### config.mk
export PLATFORM = sky130hd
export DESIGN_NAME = jpeg_segment_field_parser_top
export DESIGN_NICKNAME = d
export VERILOG_FILES = /design/src/jsfp_pkg.sv /design/src/jpeg_segment_field_parser_top.sv
export SDC_FILE = /design/constraint.sdc
export NUM_CORES = 1
export LEC_CHECK = 0
export BUFFER_PORTS_ARGS = -buffer_cell sky130_fd_sc_hd__buf_2
export CAP_MARGIN = 30
export CORE_AREA = 2 2 239 241
export DETAILED_ROUTE_END_ITERATION = 10
export DIE_AREA = 0 0 241 243
export PLACE_DENSITY = 0.48
export SYNTH_ARGS = -nofsm -noshare
export SYNTH_HDL_FRONTEND = slang
export SYNTH_SLANG_ARGS = --single-unit
### constraint.sdc
create_clock -name clk -period 4.3 [get_ports clk]
set_input_delay 0 -clock clk [delete_from_list [all_inputs] [get_ports clk]]
set_output_delay 0 -clock clk [all_outputs]
set_load 0.01 [all_outputs]
### src/jsfp_pkg.sv
// ============================================================================
// jsfp_pkg
// Shared types, codes and helpers for the JPEG segment field parser.
// ============================================================================
package jsfp_pkg;

    // Command codes; segment kinds use the same codes, zero meaning idle
    localparam logic [2:0] CMD_CONT = 3'd0;
    localparam logic [2:0] CMD_SOF0 = 3'd1;
    localparam logic [2:0] CMD_DHT  = 3'd2;
    localparam logic [2:0] CMD_DQT  = 3'd3;
    localparam logic [2:0] CMD_SOS  = 3'd4;
    localparam logic [2:0] CMD_SCAN = 3'd5;
    localparam logic [2:0] SEG_IDLE = 3'd0;

    // Phases shared by all length-prefixed segments
    localparam logic [4:0] PH_LEN_HI    = 5'd0;
    localparam logic [4:0] PH_LEN_LO    = 5'd1;
    // SOF0 phases
    localparam logic [4:0] PH_SOF_PREC  = 5'd2;
    localparam logic [4:0] PH_SOF_HT_HI = 5'd3;
    localparam logic [4:0] PH_SOF_HT_LO = 5'd4;
    localparam logic [4:0] PH_SOF_WD_HI = 5'd5;
    localparam logic [4:0] PH_SOF_WD_LO = 5'd6;
    localparam logic [4:0] PH_SOF_NCOMP = 5'd7;
    localparam logic [4:0] PH_SOF_CID   = 5'd8;
    localparam logic [4:0] PH_SOF_SAMP  = 5'd9;
    localparam logic [4:0] PH_SOF_QT    = 5'd10;
    // DHT / DQT phases
    localparam logic [4:0] PH_TBL_HDR   = 5'd2;
    localparam logic [4:0] PH_TBL_A     = 5'd3;
    localparam logic [4:0] PH_TBL_B     = 5'd4;
    // SOS phases
    localparam logic [4:0] PH_SOS_NCOMP = 5'd2;
    localparam logic [4:0] PH_SOS_CID   = 5'd3;
    localparam logic [4:0] PH_SOS_SEL   = 5'd4;
    localparam logic [4:0] PH_SOS_EXTRA = 5'd5;

    // Segment constants
    localparam logic [15:0] LEN_OVERHEAD = 16'd2;
    localparam logic [7:0]  HUFF_COUNTS  = 8'd16;
    localparam logic [7:0]  QUANT_VALUES = 8'd64;
    localparam logic [7:0]  BYTE_MARKER  = 8'hFF;
    localparam logic [7:0]  BYTE_STUFF   = 8'h00;
    localparam logic [7:0]  BYTE_EOI     = 8'hD9;

    // Result queue depth (room for two records per byte plus drain slack)
    localparam int unsigned QDEPTH = 4;
    localparam int unsigned QAW    = $clog2(QDEPTH);

    typedef enum logic [3:0] {
        REC_PRECISION = 4'd0,
        REC_HEIGHT    = 4'd1,
        REC_WIDTH     = 4'd2,
        REC_COUNT     = 4'd3,
        REC_FRAME_CMP = 4'd4,
        REC_HUFF_HDR  = 4'd5,
        REC_HUFF_CNT  = 4'd6,
        REC_HUFF_SYM  = 4'd7,
        REC_QUANT_HDR = 4'd8,
        REC_QUANT_VAL = 4'd9,
        REC_SCAN_CMP  = 4'd10,
        REC_SCAN_XTRA = 4'd11,
        REC_DATA      = 4'd12,
        REC_END       = 4'd13,
        REC_ERROR     = 4'd14
    } rec_kind_t;

    typedef struct packed {
        logic [2:0] cmd;
        logic [7:0] data_byte;
    } in_item_t;

    typedef struct packed {
        rec_kind_t   rec_kind;
        logic [7:0]  ident;
        logic [3:0]  sel_high;
        logic [3:0]  sel_low;
        logic [7:0]  position;
        logic [15:0] field_value;
        logic        seg_done;
        logic        last;
    } out_item_t;

    // Build a record with seg_done and last cleared
    function automatic out_item_t mk_rec(rec_kind_t kind, logic [7:0] id,
                                         logic [3:0] sh, logic [3:0] sl,
                                         logic [7:0] pos, logic [15:0] val);
        out_item_t r;
        r.rec_kind    = kind;
        r.ident       = id;
        r.sel_high    = sh;
        r.sel_low     = sl;
        r.position    = pos;
        r.field_value = val;
        r.seg_done    = 1'b0;
        r.last        = 1'b0;
        return r;
    endfunction

endpackage

### src/jpeg_segment_field_parser_top.sv
// ============================================================================
// jpeg_segment_field_parser_top
// Byte-serial parser for baseline JPEG segment bodies and scan data.
// ============================================================================
// Usage:
//   byte_* channel: one beat carries a command and one byte. A command of
//   SOF0, DHT, DQT or SOS starts that segment body (the byte is the length
//   high byte), SCAN starts entropy-coded data, CONT feeds the next byte.
//   rec_* channel: one beat carries one decoded record. A byte gives zero,
//   one or two records; the last record of a byte has last set, and the
//   record closing a segment has seg_done set.
//   Throughput: one byte per cycle while byte_ready is high; the byte is
//   decoded in one pass of logic and its records are written to a 4-entry
//   result queue. byte_ready stays high while at most two records wait, so
//   every byte finds room for its records. A stalled receiver stops the
//   byte channel once three or four records are queued; bytes that give no
//   record pass until then. Records leave at one per cycle while rec_ready
//   is high, so FF 00 pairs in scan data use two rec beats.
//   Reset clears the parser to idle and empties the queue.
// ============================================================================
module jpeg_segment_field_parser_top (
    input  logic                clk,
    input  logic                rst_n,
    input  logic                byte_valid,
    output logic                byte_ready,
    input  jsfp_pkg::in_item_t  byte_data,
    output logic                rec_valid,
    input  logic                rec_ready,
    output jsfp_pkg::out_item_t rec_data
);

    // Parser state
    logic [2:0]  seg_kind_reg,  seg_kind_next,  cur_kind;
    logic [4:0]  phase_reg,     phase_next,     cur_phase;
    logic [15:0] rem_len_reg,   rem_len_next,   cur_rem;
    logic [7:0]  hold_reg,      hold_next,      cur_hold;
    logic [7:0]  items_reg,     items_next,     cur_items;
    logic [7:0]  tbl_idx_reg,   tbl_idx_next,   cur_idx;
    logic [7:0]  sym_tot_reg,   sym_tot_next,   cur_sym;
    logic [7:0]  tbl_hdr_reg,   tbl_hdr_next,   cur_hdr;
    logic [15:0] comp_reg,      comp_next,      cur_comp;
    logic        mark_reg,      mark_next,      cur_mark;

    // Result queue
    jsfp_pkg::out_item_t             q_mem_reg [jsfp_pkg::QDEPTH];
    logic [jsfp_pkg::QAW-1:0]        wr_ptr_reg, wr_ptr_next;
    logic [jsfp_pkg::QAW-1:0]        rd_ptr_reg, rd_ptr_next;
    logic [jsfp_pkg::QAW:0]          count_reg,  count_next;

    logic                 take, start, active, pop, done, tbl_end;
    logic [1:0]           n_rec;
    jsfp_pkg::out_item_t  rec0, rec1;
    logic [7:0]           b;
    logic [15:0]          len_word, rem_dec;
    logic [7:0]           idx_inc, items_dec, sym_add;

    assign b     = byte_data.data_byte;
    assign take  = byte_valid && byte_ready;
    assign start = byte_data.cmd inside {[jsfp_pkg::CMD_SOF0:jsfp_pkg::CMD_SCAN]};
    assign active = take && (start ||
                    (byte_data.cmd == jsfp_pkg::CMD_CONT &&
                     seg_kind_reg != jsfp_pkg::SEG_IDLE));
    assign pop   = rec_valid && rec_ready;

    // Effective state: a start command clears everything first
    always_comb
    begin
        if (start)
        begin
            cur_kind  = byte_data.cmd;
            cur_phase = jsfp_pkg::PH_LEN_HI;
            cur_rem   = '0;
            cur_hold  = '0;
            cur_items = '0;
            cur_idx   = '0;
            cur_sym   = '0;
            cur_hdr   = '0;
            cur_comp  = '0;
            cur_mark  = 1'b0;
        end
        else
        begin
            cur_kind  = seg_kind_reg;
            cur_phase = phase_reg;
            cur_rem   = rem_len_reg;
            cur_hold  = hold_reg;
            cur_items = items_reg;
            cur_idx   = tbl_idx_reg;
            cur_sym   = sym_tot_reg;
            cur_hdr   = tbl_hdr_reg;
            cur_comp  = comp_reg;
            cur_mark  = mark_reg;
        end
    end

    assign len_word  = {cur_hold, b};
    assign rem_dec   = (cur_kind != jsfp_pkg::CMD_SOF0) ? cur_rem - 16'd1 : cur_rem;
    assign idx_inc   = cur_idx + 8'd1;
    assign items_dec = cur_items - 8'd1;
    assign sym_add   = cur_sym + b;

    // Decode one byte: next state and up to two records
    always_comb
    begin
        seg_kind_next = cur_kind;
        phase_next    = cur_phase;
        rem_len_next  = cur_rem;
        hold_next     = cur_hold;
        items_next    = cur_items;
        tbl_idx_next  = cur_idx;
        sym_tot_next  = cur_sym;
        tbl_hdr_next  = cur_hdr;
        comp_next     = cur_comp;
        mark_next     = cur_mark;
        rec0    = '0;
        rec1    = '0;
        n_rec   = 2'd0;
        done    = 1'b0;
        tbl_end = 1'b0;

        if (cur_kind == jsfp_pkg::CMD_SCAN)
        begin
            // Scan data with byte stuffing and end-of-image detection
            if (!cur_mark)
            begin
                if (b == jsfp_pkg::BYTE_MARKER)
                    mark_next = 1'b1;
                else
                begin
                    rec0  = jsfp_pkg::mk_rec(jsfp_pkg::REC_DATA, '0, '0, '0, '0, {8'd0, b});
                    n_rec = 2'd1;
                end
            end
            else if (b == jsfp_pkg::BYTE_STUFF)
            begin
                rec0 = jsfp_pkg::mk_rec(jsfp_pkg::REC_DATA, '0, '0, '0, '0,
                                        {8'd0, jsfp_pkg::BYTE_MARKER});
                rec1 = jsfp_pkg::mk_rec(jsfp_pkg::REC_DATA, '0, '0, '0, '0,
                                        {8'd0, jsfp_pkg::BYTE_STUFF});
                n_rec     = 2'd2;
                mark_next = 1'b0;
            end
            else if (b == jsfp_pkg::BYTE_EOI)
            begin
                rec0  = jsfp_pkg::mk_rec(jsfp_pkg::REC_END, '0, '0, '0, '0, '0);
                n_rec = 2'd1;
                done  = 1'b1;
                mark_next     = 1'b0;
                seg_kind_next = jsfp_pkg::SEG_IDLE;
                phase_next    = jsfp_pkg::PH_LEN_HI;
            end
        end
        else if (cur_phase == jsfp_pkg::PH_LEN_HI)
        begin
            hold_next  = b;
            phase_next = jsfp_pkg::PH_LEN_LO;
        end
        else if (cur_phase == jsfp_pkg::PH_LEN_LO)
        begin
            // Length word: reject short lengths, skip empty tables
            if (len_word < jsfp_pkg::LEN_OVERHEAD)
            begin
                rec0  = jsfp_pkg::mk_rec(jsfp_pkg::REC_ERROR, {5'd0, cur_kind},
                                         '0, '0, '0, '0);
                n_rec = 2'd1;
                done  = 1'b1;
                seg_kind_next = jsfp_pkg::SEG_IDLE;
                phase_next    = jsfp_pkg::PH_LEN_HI;
            end
            else
            begin
                rem_len_next = len_word - jsfp_pkg::LEN_OVERHEAD;
                if ((cur_kind == jsfp_pkg::CMD_DHT || cur_kind == jsfp_pkg::CMD_DQT) &&
                    len_word == jsfp_pkg::LEN_OVERHEAD)
                begin
                    seg_kind_next = jsfp_pkg::SEG_IDLE;
                    phase_next    = jsfp_pkg::PH_LEN_HI;
                end
                else
                    phase_next = jsfp_pkg::PH_TBL_HDR;
            end
        end
        else if (cur_kind != jsfp_pkg::CMD_SOF0 && cur_rem == 16'd0)
        begin
            // Length overrun
            rec0  = jsfp_pkg::mk_rec(jsfp_pkg::REC_ERROR, {5'd0, cur_kind},
                                     '0, '0, '0, '0);
            n_rec = 2'd1;
            done  = 1'b1;
            seg_kind_next = jsfp_pkg::SEG_IDLE;
            phase_next    = jsfp_pkg::PH_LEN_HI;
        end
        else
        begin
            rem_len_next = rem_dec;
            case (cur_kind)
                jsfp_pkg::CMD_SOF0:
                begin
                    case (cur_phase)
                        jsfp_pkg::PH_SOF_PREC:
                        begin
                            rec0 = jsfp_pkg::mk_rec(jsfp_pkg::REC_PRECISION, '0, '0, '0,
                                                    '0, {8'd0, b});
                            n_rec      = 2'd1;
                            phase_next = jsfp_pkg::PH_SOF_HT_HI;
                        end
                        jsfp_pkg::PH_SOF_HT_HI, jsfp_pkg::PH_SOF_WD_HI:
                        begin
                            hold_next  = b;
                            phase_next = cur_phase + 5'd1;
                        end
                        jsfp_pkg::PH_SOF_HT_LO, jsfp_pkg::PH_SOF_WD_LO:
                        begin
                            rec0 = jsfp_pkg::mk_rec(
                                (cur_phase == jsfp_pkg::PH_SOF_HT_LO) ?
                                    jsfp_pkg::REC_HEIGHT : jsfp_pkg::REC_WIDTH,
                                '0, '0, '0, '0, len_word);
                            n_rec      = 2'd1;
                            phase_next = cur_phase + 5'd1;
                        end
                        jsfp_pkg::PH_SOF_NCOMP:
                        begin
                            items_next   = b;
                            tbl_idx_next = '0;
                            rec0 = jsfp_pkg::mk_rec(jsfp_pkg::REC_COUNT, '0, '0, '0,
                                                    '0, {8'd0, b});
                            n_rec = 2'd1;
                            if (b == 8'd0)
                            begin
                                done          = 1'b1;
                                seg_kind_next = jsfp_pkg::SEG_IDLE;
                                phase_next    = jsfp_pkg::PH_LEN_HI;
                            end
                            else
                                phase_next = jsfp_pkg::PH_SOF_CID;
                        end
                        jsfp_pkg::PH_SOF_CID:
                        begin
                            comp_next  = {b, 8'd0};
                            phase_next = jsfp_pkg::PH_SOF_SAMP;
                        end
                        jsfp_pkg::PH_SOF_SAMP:
                        begin
                            comp_next  = {cur_comp[15:8], b};
                            phase_next = jsfp_pkg::PH_SOF_QT;
                        end
                        jsfp_pkg::PH_SOF_QT:
                        begin
                            rec0 = jsfp_pkg::mk_rec(jsfp_pkg::REC_FRAME_CMP,
                                                    cur_comp[15:8], cur_comp[7:4],
                                                    cur_comp[3:0], cur_idx, {8'd0, b});
                            n_rec        = 2'd1;
                            tbl_idx_next = idx_inc;
                            items_next   = items_dec;
                            if (items_dec == 8'd0)
                            begin
                                done          = 1'b1;
                                seg_kind_next = jsfp_pkg::SEG_IDLE;
                                phase_next    = jsfp_pkg::PH_LEN_HI;
                            end
                            else
                                phase_next = jsfp_pkg::PH_SOF_CID;
                        end
                        default:
                        begin
                            seg_kind_next = jsfp_pkg::SEG_IDLE;
                            phase_next    = jsfp_pkg::PH_LEN_HI;
                        end
                    endcase
                end
                jsfp_pkg::CMD_DHT:
                begin
                    if (cur_phase == jsfp_pkg::PH_TBL_HDR)
                    begin
                        tbl_hdr_next = b;
                        tbl_idx_next = '0;
                        sym_tot_next = '0;
                        rec0 = jsfp_pkg::mk_rec(jsfp_pkg::REC_HUFF_HDR, {4'd0, b[3:0]},
                                                b[7:4], '0, '0, '0);
                        n_rec      = 2'd1;
                        phase_next = jsfp_pkg::PH_TBL_A;
                    end
                    else if (cur_phase == jsfp_pkg::PH_TBL_A)
                    begin
                        // Code-length counts; symbol total wraps at 8 bits
                        sym_tot_next = sym_add;
                        rec0 = jsfp_pkg::mk_rec(jsfp_pkg::REC_HUFF_CNT,
                                                {4'd0, cur_hdr[3:0]}, cur_hdr[7:4], '0,
                                                cur_idx, {8'd0, b});
                        n_rec        = 2'd1;
                        tbl_idx_next = idx_inc;
                        if (idx_inc == jsfp_pkg::HUFF_COUNTS)
                        begin
                            tbl_idx_next = '0;
                            if (sym_add == 8'd0)
                                tbl_end = 1'b1;
                            else
                                phase_next = jsfp_pkg::PH_TBL_B;
                        end
                    end
                    else if (cur_phase == jsfp_pkg::PH_TBL_B)
                    begin
                        rec0 = jsfp_pkg::mk_rec(jsfp_pkg::REC_HUFF_SYM,
                                                {4'd0, cur_hdr[3:0]}, cur_hdr[7:4], '0,
                                                cur_idx, {8'd0, b});
                        n_rec        = 2'd1;
                        tbl_idx_next = idx_inc;
                        if (idx_inc == cur_sym)
                            tbl_end = 1'b1;
                    end
                    else
                    begin
                        seg_kind_next = jsfp_pkg::SEG_IDLE;
                        phase_next    = jsfp_pkg::PH_LEN_HI;
                    end
                end
                jsfp_pkg::CMD_DQT:
                begin
                    if (cur_phase == jsfp_pkg::PH_TBL_HDR)
                    begin
                        tbl_hdr_next = b;
                        items_next   = jsfp_pkg::QUANT_VALUES;
                        tbl_idx_next = '0;
                        rec0 = jsfp_pkg::mk_rec(jsfp_pkg::REC_QUANT_HDR, {4'd0, b[3:0]},
                                                b[7:4], '0, '0, '0);
                        n_rec      = 2'd1;
                        phase_next = jsfp_pkg::PH_TBL_A;
                    end
                    else if (cur_phase == jsfp_pkg::PH_TBL_A && cur_hdr[7:4] != 4'd0)
                    begin
                        // 16-bit value: hold the high byte
                        hold_next  = b;
                        phase_next = jsfp_pkg::PH_TBL_B;
                    end
                    else if (cur_phase == jsfp_pkg::PH_TBL_A ||
                             cur_phase == jsfp_pkg::PH_TBL_B)
                    begin
                        rec0 = jsfp_pkg::mk_rec(jsfp_pkg::REC_QUANT_VAL,
                                                {4'd0, cur_hdr[3:0]}, cur_hdr[7:4], '0,
                                                cur_idx,
                                                (cur_phase == jsfp_pkg::PH_TBL_B) ?
                                                    len_word : {8'd0, b});
                        n_rec        = 2'd1;
                        tbl_idx_next = idx_inc;
                        items_next   = items_dec;
                        phase_next   = jsfp_pkg::PH_TBL_A;
                        if (items_dec == 8'd0)
                            tbl_end = 1'b1;
                    end
                    else
                    begin
                        seg_kind_next = jsfp_pkg::SEG_IDLE;
                        phase_next    = jsfp_pkg::PH_LEN_HI;
                    end
                end
                default:
                begin
                    // SOS header
                    if (cur_phase == jsfp_pkg::PH_SOS_NCOMP ||
                        cur_phase == jsfp_pkg::PH_SOS_SEL)
                    begin
                        if (cur_phase == jsfp_pkg::PH_SOS_NCOMP)
                        begin
                            items_next   = b;
                            tbl_idx_next = '0;
                            rec0 = jsfp_pkg::mk_rec(jsfp_pkg::REC_COUNT, '0, '0, '0,
                                                    '0, {8'd0, b});
                        end
                        else
                        begin
                            rec0 = jsfp_pkg::mk_rec(jsfp_pkg::REC_SCAN_CMP,
                                                    cur_comp[7:0], b[7:4], b[3:0],
                                                    cur_idx, '0);
                            tbl_idx_next = idx_inc;
                            items_next   = items_dec;
                        end
                        n_rec = 2'd1;
                        if (items_next == 8'd0)
                        begin
                            tbl_idx_next = '0;
                            if (rem_dec == 16'd0)
                            begin
                                done          = 1'b1;
                                seg_kind_next = jsfp_pkg::SEG_IDLE;
                                phase_next    = jsfp_pkg::PH_LEN_HI;
                            end
                            else
                                phase_next = jsfp_pkg::PH_SOS_EXTRA;
                        end
                        else
                            phase_next = jsfp_pkg::PH_SOS_CID;
                    end
                    else if (cur_phase == jsfp_pkg::PH_SOS_CID)
                    begin
                        comp_next  = {8'd0, b};
                        phase_next = jsfp_pkg::PH_SOS_SEL;
                    end
                    else if (cur_phase == jsfp_pkg::PH_SOS_EXTRA)
                    begin
                        rec0 = jsfp_pkg::mk_rec(jsfp_pkg::REC_SCAN_XTRA, '0, '0, '0,
                                                cur_idx, {8'd0, b});
                        n_rec        = 2'd1;
                        tbl_idx_next = idx_inc;
                        if (rem_dec == 16'd0)
                        begin
                            done          = 1'b1;
                            seg_kind_next = jsfp_pkg::SEG_IDLE;
                            phase_next    = jsfp_pkg::PH_LEN_HI;
                        end
                    end
                    else
                    begin
                        seg_kind_next = jsfp_pkg::SEG_IDLE;
                        phase_next    = jsfp_pkg::PH_LEN_HI;
                    end
                end
            endcase

            // Table finished: close the segment or expect another table
            if (tbl_end)
            begin
                if (rem_dec == 16'd0)
                begin
                    done          = 1'b1;
                    seg_kind_next = jsfp_pkg::SEG_IDLE;
                    phase_next    = jsfp_pkg::PH_LEN_HI;
                end
                else
                    phase_next = jsfp_pkg::PH_TBL_HDR;
            end
        end

        // Mark the last record of this byte
        if (n_rec == 2'd1)
        begin
            rec0.last     = 1'b1;
            rec0.seg_done = done;
        end
        else if (n_rec == 2'd2)
        begin
            rec1.last     = 1'b1;
            rec1.seg_done = done;
        end
    end

    // Advance parser state on each decoded byte
    always_ff @(posedge clk or negedge rst_n)
    begin
        if (!rst_n)
        begin
            seg_kind_reg <= jsfp_pkg::SEG_IDLE;
            phase_reg    <= jsfp_pkg::PH_LEN_HI;
            rem_len_reg  <= '0;
            hold_reg     <= '0;
            items_reg    <= '0;
            tbl_idx_reg  <= '0;
            sym_tot_reg  <= '0;
            tbl_hdr_reg  <= '0;
            comp_reg     <= '0;
            mark_reg     <= 1'b0;
        end
        else if (active)
        begin
            seg_kind_reg <= seg_kind_next;
            phase_reg    <= phase_next;
            rem_len_reg  <= rem_len_next;
            hold_reg     <= hold_next;
            items_reg    <= items_next;
            tbl_idx_reg  <= tbl_idx_next;
            sym_tot_reg  <= sym_tot_next;
            tbl_hdr_reg  <= tbl_hdr_next;
            comp_reg     <= comp_next;
            mark_reg     <= mark_next;
        end
    end

    // Result queue pointers and fill level
    always_comb
    begin
        wr_ptr_next = wr_ptr_reg;
        if (active)
            wr_ptr_next = wr_ptr_reg + n_rec[jsfp_pkg::QAW-1:0];
        rd_ptr_next = rd_ptr_reg + {{(jsfp_pkg::QAW-1){1'b0}}, pop};
        count_next  = count_reg + (active ? {1'b0, n_rec} : 3'd0)
                      - {{jsfp_pkg::QAW{1'b0}}, pop};
    end

    always_ff @(posedge clk or negedge rst_n)
    begin
        if (!rst_n)
        begin
            wr_ptr_reg <= '0;
            rd_ptr_reg <= '0;
            count_reg  <= '0;
        end
        else
        begin
            wr_ptr_reg <= wr_ptr_next;
            rd_ptr_reg <= rd_ptr_next;
            count_reg  <= count_next;
        end
    end

    // Write up to two records per byte
    always_ff @(posedge clk)
    begin
        if (active && n_rec != 2'd0)
            q_mem_reg[wr_ptr_reg] <= rec0;
        if (active && n_rec == 2'd2)
            q_mem_reg[wr_ptr_reg + 2'd1] <= rec1;
    end

    assign byte_ready = (count_reg <= 3'(jsfp_pkg::QDEPTH - 2));
    assign rec_valid  = (count_reg != 3'd0);
    assign rec_data   = q_mem_reg[rd_ptr_reg];

endmodule

[After elaboration in Yosys (flattened, before gate mapping)]
Memories as Yosys holds them, arrays and structs flattened.
Cells that the tools add are included.
Cells by class
  add/sub/neg operators: 11
  $lt $le $gt $ge: 4
  equal/unequal tests: 22
  multiplexer cells: 227
  reduce and logical (&&, ||, !) cells: 33
Operator list (count)
  $mux 46: 19
  $mux 8: 56
  $mux 16: 15
  $pmux 45 s4: 1
  $pmux 46 s3: 1
  $mux 45: 3
  $mux 5: 19
  $mux 3: 28
  $pmux 16 s2: 2
  $mux 1: 53
  $pmux 8 s2: 3
  $pmux 8 s3: 2
  $logic_not 16->1: 2
  $logic_not 8->1: 4
  $mux 2: 15
  $pmux 5 s6: 1
  $eq 5x3->1 const B: 4
  $pmux 3 s3: 2
  $eq 16x2->1 const B: 1
  $eq 8x8->1 const B: 2
  $lt 16x2->1 const B: 1
  $sub 16x1->16 const B: 1
  $sub 16x2->16 const B: 1
  $eq 5x4->1 const B: 3
  38 further kinds: 58
Word-level totals
  flip-flop bits (word level): 88
  RAM bits: 184
  input bits: 15
  output and inout port bits: 48
  word-level logic and storage cells: 311
  memories: 1
Memory list
  q_mem_reg: depth 4, bits a word 46, rd ports 1, clocked after memory_dff 0, wr ports 2, line jpeg_segment_field_parser_top.sv:45  | jsfp_pkg::out_item_t q_mem_reg [jsfp_pkg::QDEPTH];

[Longest topological paths before layout]
  depth after elaboration: 23
  depth in mapped cells: 26
  gate-level depth less buffers: 19

[Worst setup path after synthesis]
Ideal clock, no wire load.
  path type: input port to flip-flop
  start point: in byte_data[8] (netlist bit)
  end point: reg count_reg[2] (netlist bit)
  setup time: 0.123 ns
  arrival: 4.776 ns
  data required time: 4.177 ns
  setup slack: -0.598 ns
  stages on the path: 25
  path buffers: 6
  cell sequence: buf_2 -> or3_1 -> buf_2 -> nand2_1 -> buf_2 -> buf_2 -> buf_1 -> nand2_1 -> inv_1 -> ha_1 -> buf_2 -> or4b_1 -> a2111o_1 -> a21oi_1 -> nor3b_1 -> o31ai_4 -> a21oi_1 -> inv_1 -> ha_1 -> inv_1 -> ha_1 -> inv_1 -> fa_1 -> xor2_1 -> xnor2_1
On the way
  cells in the longest elaborated chain, start to end: 16
  elaborated cells between the ends (all ways): 55
  classes of those cells: add/sub: 2; order compare: 3; eq/ne: 13; mux: 24; reduce/logical: 13
RTL lines
  start: declaration: line jpeg_segment_field_parser_top.sv:26  | input jsfp_pkg::in_item_t byte_data,
  $ge 3x1->1 or $le 3x3->1 (tied branches): line jpeg_segment_field_parser_top.sv:59  | assign start = byte_data.cmd inside {[jsfp_pkg::CMD_SOF0:jsfp_pkg::CMD_SCAN]};
  $logic_and 1x1->1: line jpeg_segment_field_parser_top.sv:59
  $mux 5: line jpeg_segment_field_parser_top.sv:68  | if (start)
  $eq 5x2->1 or $eq 5x3->1 (tied branches)
  $logic_or 1x1->1: line jpeg_segment_field_parser_top.sv:335  | else if (cur_phase == jsfp_pkg::PH_TBL_A ||
  $mux 1: line jpeg_segment_field_parser_top.sv:335
  $mux 1: line jpeg_segment_field_parser_top.sv:329  | else if (cur_phase == jsfp_pkg::PH_TBL_A && cur_hdr[7:4] != 4'd0)
  $mux 1: line jpeg_segment_field_parser_top.sv:319  | if (cur_phase == jsfp_pkg::PH_TBL_HDR)
  $pmux 2 s3: line jpeg_segment_field_parser_top.sv:196  | case (cur_kind)
  $mux 2: line jpeg_segment_field_parser_top.sv:183  | else if (cur_kind != jsfp_pkg::CMD_SOF0 && cur_rem == 16'd0)
  $mux 2: line jpeg_segment_field_parser_top.sv:158  | else if (cur_phase == jsfp_pkg::PH_LEN_LO)
  $mux 2: line jpeg_segment_field_parser_top.sv:153  | else if (cur_phase == jsfp_pkg::PH_LEN_HI)
  $mux 2: line jpeg_segment_field_parser_top.sv:121  | if (cur_kind == jsfp_pkg::CMD_SCAN)
  $mux 2 *: line jpeg_segment_field_parser_top.sv:484  | count_next = count_reg + (active ? {1'b0, n_rec} : 3'd0)
  $add 3x2->3 *: line jpeg_segment_field_parser_top.sv:484
  $sub 3x1->3 *: line jpeg_segment_field_parser_top.sv:485  | - {{jsfp_pkg::QAW{1'b0}}, pop};
  named net count_next (one bit): line jpeg_segment_field_parser_top.sv:48  | logic [jsfp_pkg::QAW:0] count_reg, count_next;
  end signal: assignment: line jpeg_segment_field_parser_top.sv:500  | count_reg <= count_next;
  end: declaration: line jpeg_segment_field_parser_top.sv:48
Mark *: on every way through the listed nets, which the timed path passes. The rest lies on a longest branch.
A chain may end at the register's enable or synchronous reset.

==> metrics <==
clk sinks=272; Residual DRC=0; Yosys reg bits=about 270; Min Clock Period, post-route=between 3 and 4 ns; EDFF count, synth=16; Die W=between 200 and 250 um; initial DRC count=1,431; routed len/inst=between 20 and 25 um; Post-Place Setup Slack=0.148 ns; layout cells sized above 1=16.1%; Hold WC Path Type=in -> async; Setup Buffers After CTS=0; max reg flops=around 180; Final Cell Area=19,400 um^2; Data arrival, critical path=4.49 ns; sequential cell area=6050 um^2; fraction of the mapped netlist area in adder cells=2.11%; Max Cap Viol=0; total grt overflow=0; Synth Warn #=0; Cell Area, Synth=16,700 um^2; Max Root-Sink Buffers=3; crit end category=flip-flop; Core ar.=between 50,000 and 60,000 um^2; # rows=87; PD cells=500 nW/um^2; number of H-tree levels=1; CTS Buf Count=31; RSZ-0062 raised after global routing=no; fillers=around 5,900; post-synthesis simple-gate area fraction=23.3%; Area after DPL=18,200 um^2; xor/xnor share of the synthesized area=under 10%; ys async rst share=about 32%; final setup TNS=0 ns; first-pass GRT wire length=102,000 um; diode count=0; Cells after Synth=2,061; period utilisation layout=92.5%; fmax=251 MHz; Final Max Tran Viols=0; worst-path fanout max=15; Clock Tree Root=clkbuf_16; vias per cell=5.67; Worst IR Drop VDD=0.274 mV; Hold Violations, Final=0; io pins=63; Max-slew headroom=30.3%; Cell variety after synth=just over 90; Worst-Margin Slew=1.04 ns; Synth Area in Compound Gates=~24%; die span in y=243 um; setup violators final=0; post-synthesis mux area share=between 6 and 7%; input/output buffers=62; Syn Area/Cell=8.11 um^2; RePlAce Congestion=between 1 and 1.5; final worst setup slack=between 0.3 and 0.4 ns; status=finished, final reports clean; WP data required=4.82 ns; die area=~59,000 um^2; total track usage=around 22%; Worst-path clk slew=approximately 0.06 ns; largest net degree at the start of global routing=62; worst skew pair latency=between 0.6 and 0.7 ns; 1st-pass router iterations=5; CTS tree=done; multi-input logic area=9850 um^2; post-DP HPWL=46,900 um; initial antenna violation count=0; crit path launch type=flip-flop; Layout area overhead=15.9%; Seq/Total Area, Yosys=36.2%; top_reg_cell synth=dfxtp_1; Vias=16,377; starting density of the core=29.9%; final WL=66,800 um; Tot Pwr=between 9 and 10 mW; skew final=0.0261 ns; Final Net Count=approximately 2,100; Crit Path Class=reg -> reg; Leak=roughly 7.4 nW; vias in the first global route=15,933; largest family of logic cells by synthesized area=compound AO/OA/AOI/OAI gates; Synth Net Count=2,103; Post-DRT Antenna Nets=0
==> Yosys cell counts (16+ instances only) <==
library cell | n | area share (%)
a22o_1 | 51 | 2.7
buf_4 | 24 | 1.1
dfxtp_1 | 168 | 20
nor3_2 | 19 | 1.1
a21oi_1 | 216 | 6.5
buf_2 | 29 | 0.87
nand2_1 | 342 | 7.7
and2_1 | 18 | 0.67
nor3_1 | 52 | 1.6
inv_1 | 41 | 0.92
clkbuf_1 | 104 | 2.3
edfxtp_1 | 16 | 2.9
mux4_2 | 46 | 6.2
ha_1 | 25 | 1.9
nor2_1 | 226 | 5.1
xnor2_1 | 28 | 1.5
nand4_1 | 26 | 0.97
nand3_1 | 51 | 1.5
o21ai_0 | 119 | 3.6
dfrtp_1 | 88 | 13
o22ai_1 | 17 | 0.64
a211oi_1 | 17 | 0.76
==> placed cells by master, fill, tap and decap left out, types with 51 or more instances in the layout <==
cell     Yosys  routed
dfxtp_1    168     168
dfrtp_1     88      86
a22o_1      51      51
o21ai_0    119     119
buf_2       29      62
buf_4       24     103
nor3_1      52      52
a21oi_1    216     212
nor2_1     226     224
nand2_1    342     340
nand3_1     51      51
==> cells by family (layout without fill, tap and decap cells) <==
kind of cell | count (synthesis) | after routing
AOI/OAI and AO/OA | 611 | 611
xor gates and xnor gates | 43 | 43
adders and majority gates | 27 | 27
buffers and inverters | 213 | 283
DFF | 272 | 272
muxes | 51 | 51
and+or+nand+nor | 844 | 844
==> through the flow <==
step                      cells  utilization [%]  hold slack (ns)
after floorplan            2061                -           -0.296
after global placement     2818             32.6            0.148
after detailed placement   2819             32.6            0.151
after CTS                  2887             34.6           0.0516
after global routing       2887             34.6           0.0816
final                      2887             34.6           0.0153
==> worst paths after layout <==
check	startpoint	end	slack, ns	depth (start not counted)
setup reg to reg	seg_kind_reg[0]$_DFFE_PN0P_	q_mem_reg[0][41]$_SDFFE_PP0P_	0.32	12
setup / recovery	seg_kind_reg[0]$_DFFE_PN0P_	q_mem_reg[0][41]$_SDFFE_PP0P_	0.32	12
hold / removal	rst_n	tbl_idx_reg[2]$_DFFE_PN0P_	0.02	2
min in group clk	byte_data[9]	phase_reg[1]$_DFFE_PN0P_	0.21	7
hold reg to reg	q_mem_reg[1][15]$_SDFFE_PP0P_	q_mem_reg[1][15]$_SDFFE_PP0P_	0.45	2
max in group asynchronous	rst_n	phase_reg[0]$_DFFE_PN0P_	3.37	3
==> where the power goes <==
| group | switching (mW) | total [mW] | leakage [nW] | internal [mW] |
|---|---|---|---|---|
| logic | 2.03 | 3.43 | 4.15 | 1.39 |
| clock network | 1.16 | 2.67 | 0.513 | 1.52 |
| registers | 0.650 | 3.58 | 2.72 | 2.93 |
| total | 3.84 | 9.67 | 7.38 | 5.84 |
==> what timing repair did <==
item | in CTS | in global routing
endpoints found under the hold margin | 99 | 0
endpoints found under the setup margin | 0 | 1
gates resized for setup | 0 | 1
hold buffers | 11 | 0
==> layout make-up <==
| cell class | instances | area share (%) |
|---|---|---|
| Sequential cell | 272 | 31.3 |
| Clock buffer | 42 | 4.59 |
| Tap cell | 756 | 4.89 |
| Inverter | 43 | 0.834 |
| Clock inverter | 15 | 0.679 |
| Multi-Input combinational cell | 1576 | 50.9 |
| Timing Repair Buffer | 183 | 6.89 |
==> worst max-delay path, stage by stage (launching register included) <==
cell	delay, ns
dfrtp_1	0.58
nor3b_1	0.56
nand2_1	0.10
buf_4	0.20
nand2_1	0.20
buf_4	0.31
o21ai_0	0.34
nor2_1	0.32
buf_4	0.28
nand2_1	0.23
nor2_1	0.50
nand2_1	0.12
a21oi_1	0.14
==> layer usage <==
| metal | vias up | global-route usage, % | wire, um |
|---|---|---|---|
| met5 | - | 0 | 0 |
| met3 | 105 | 3.35 | 4030 |
| met4 | 0 | 6.19 | 1860 |
| met1 | 8129 | 30.7 | 29700 |
| met2 | 590 | 36.8 | 31200 |
| li1 | 7553 | - | - |
(Power assumes the default switching activity.)
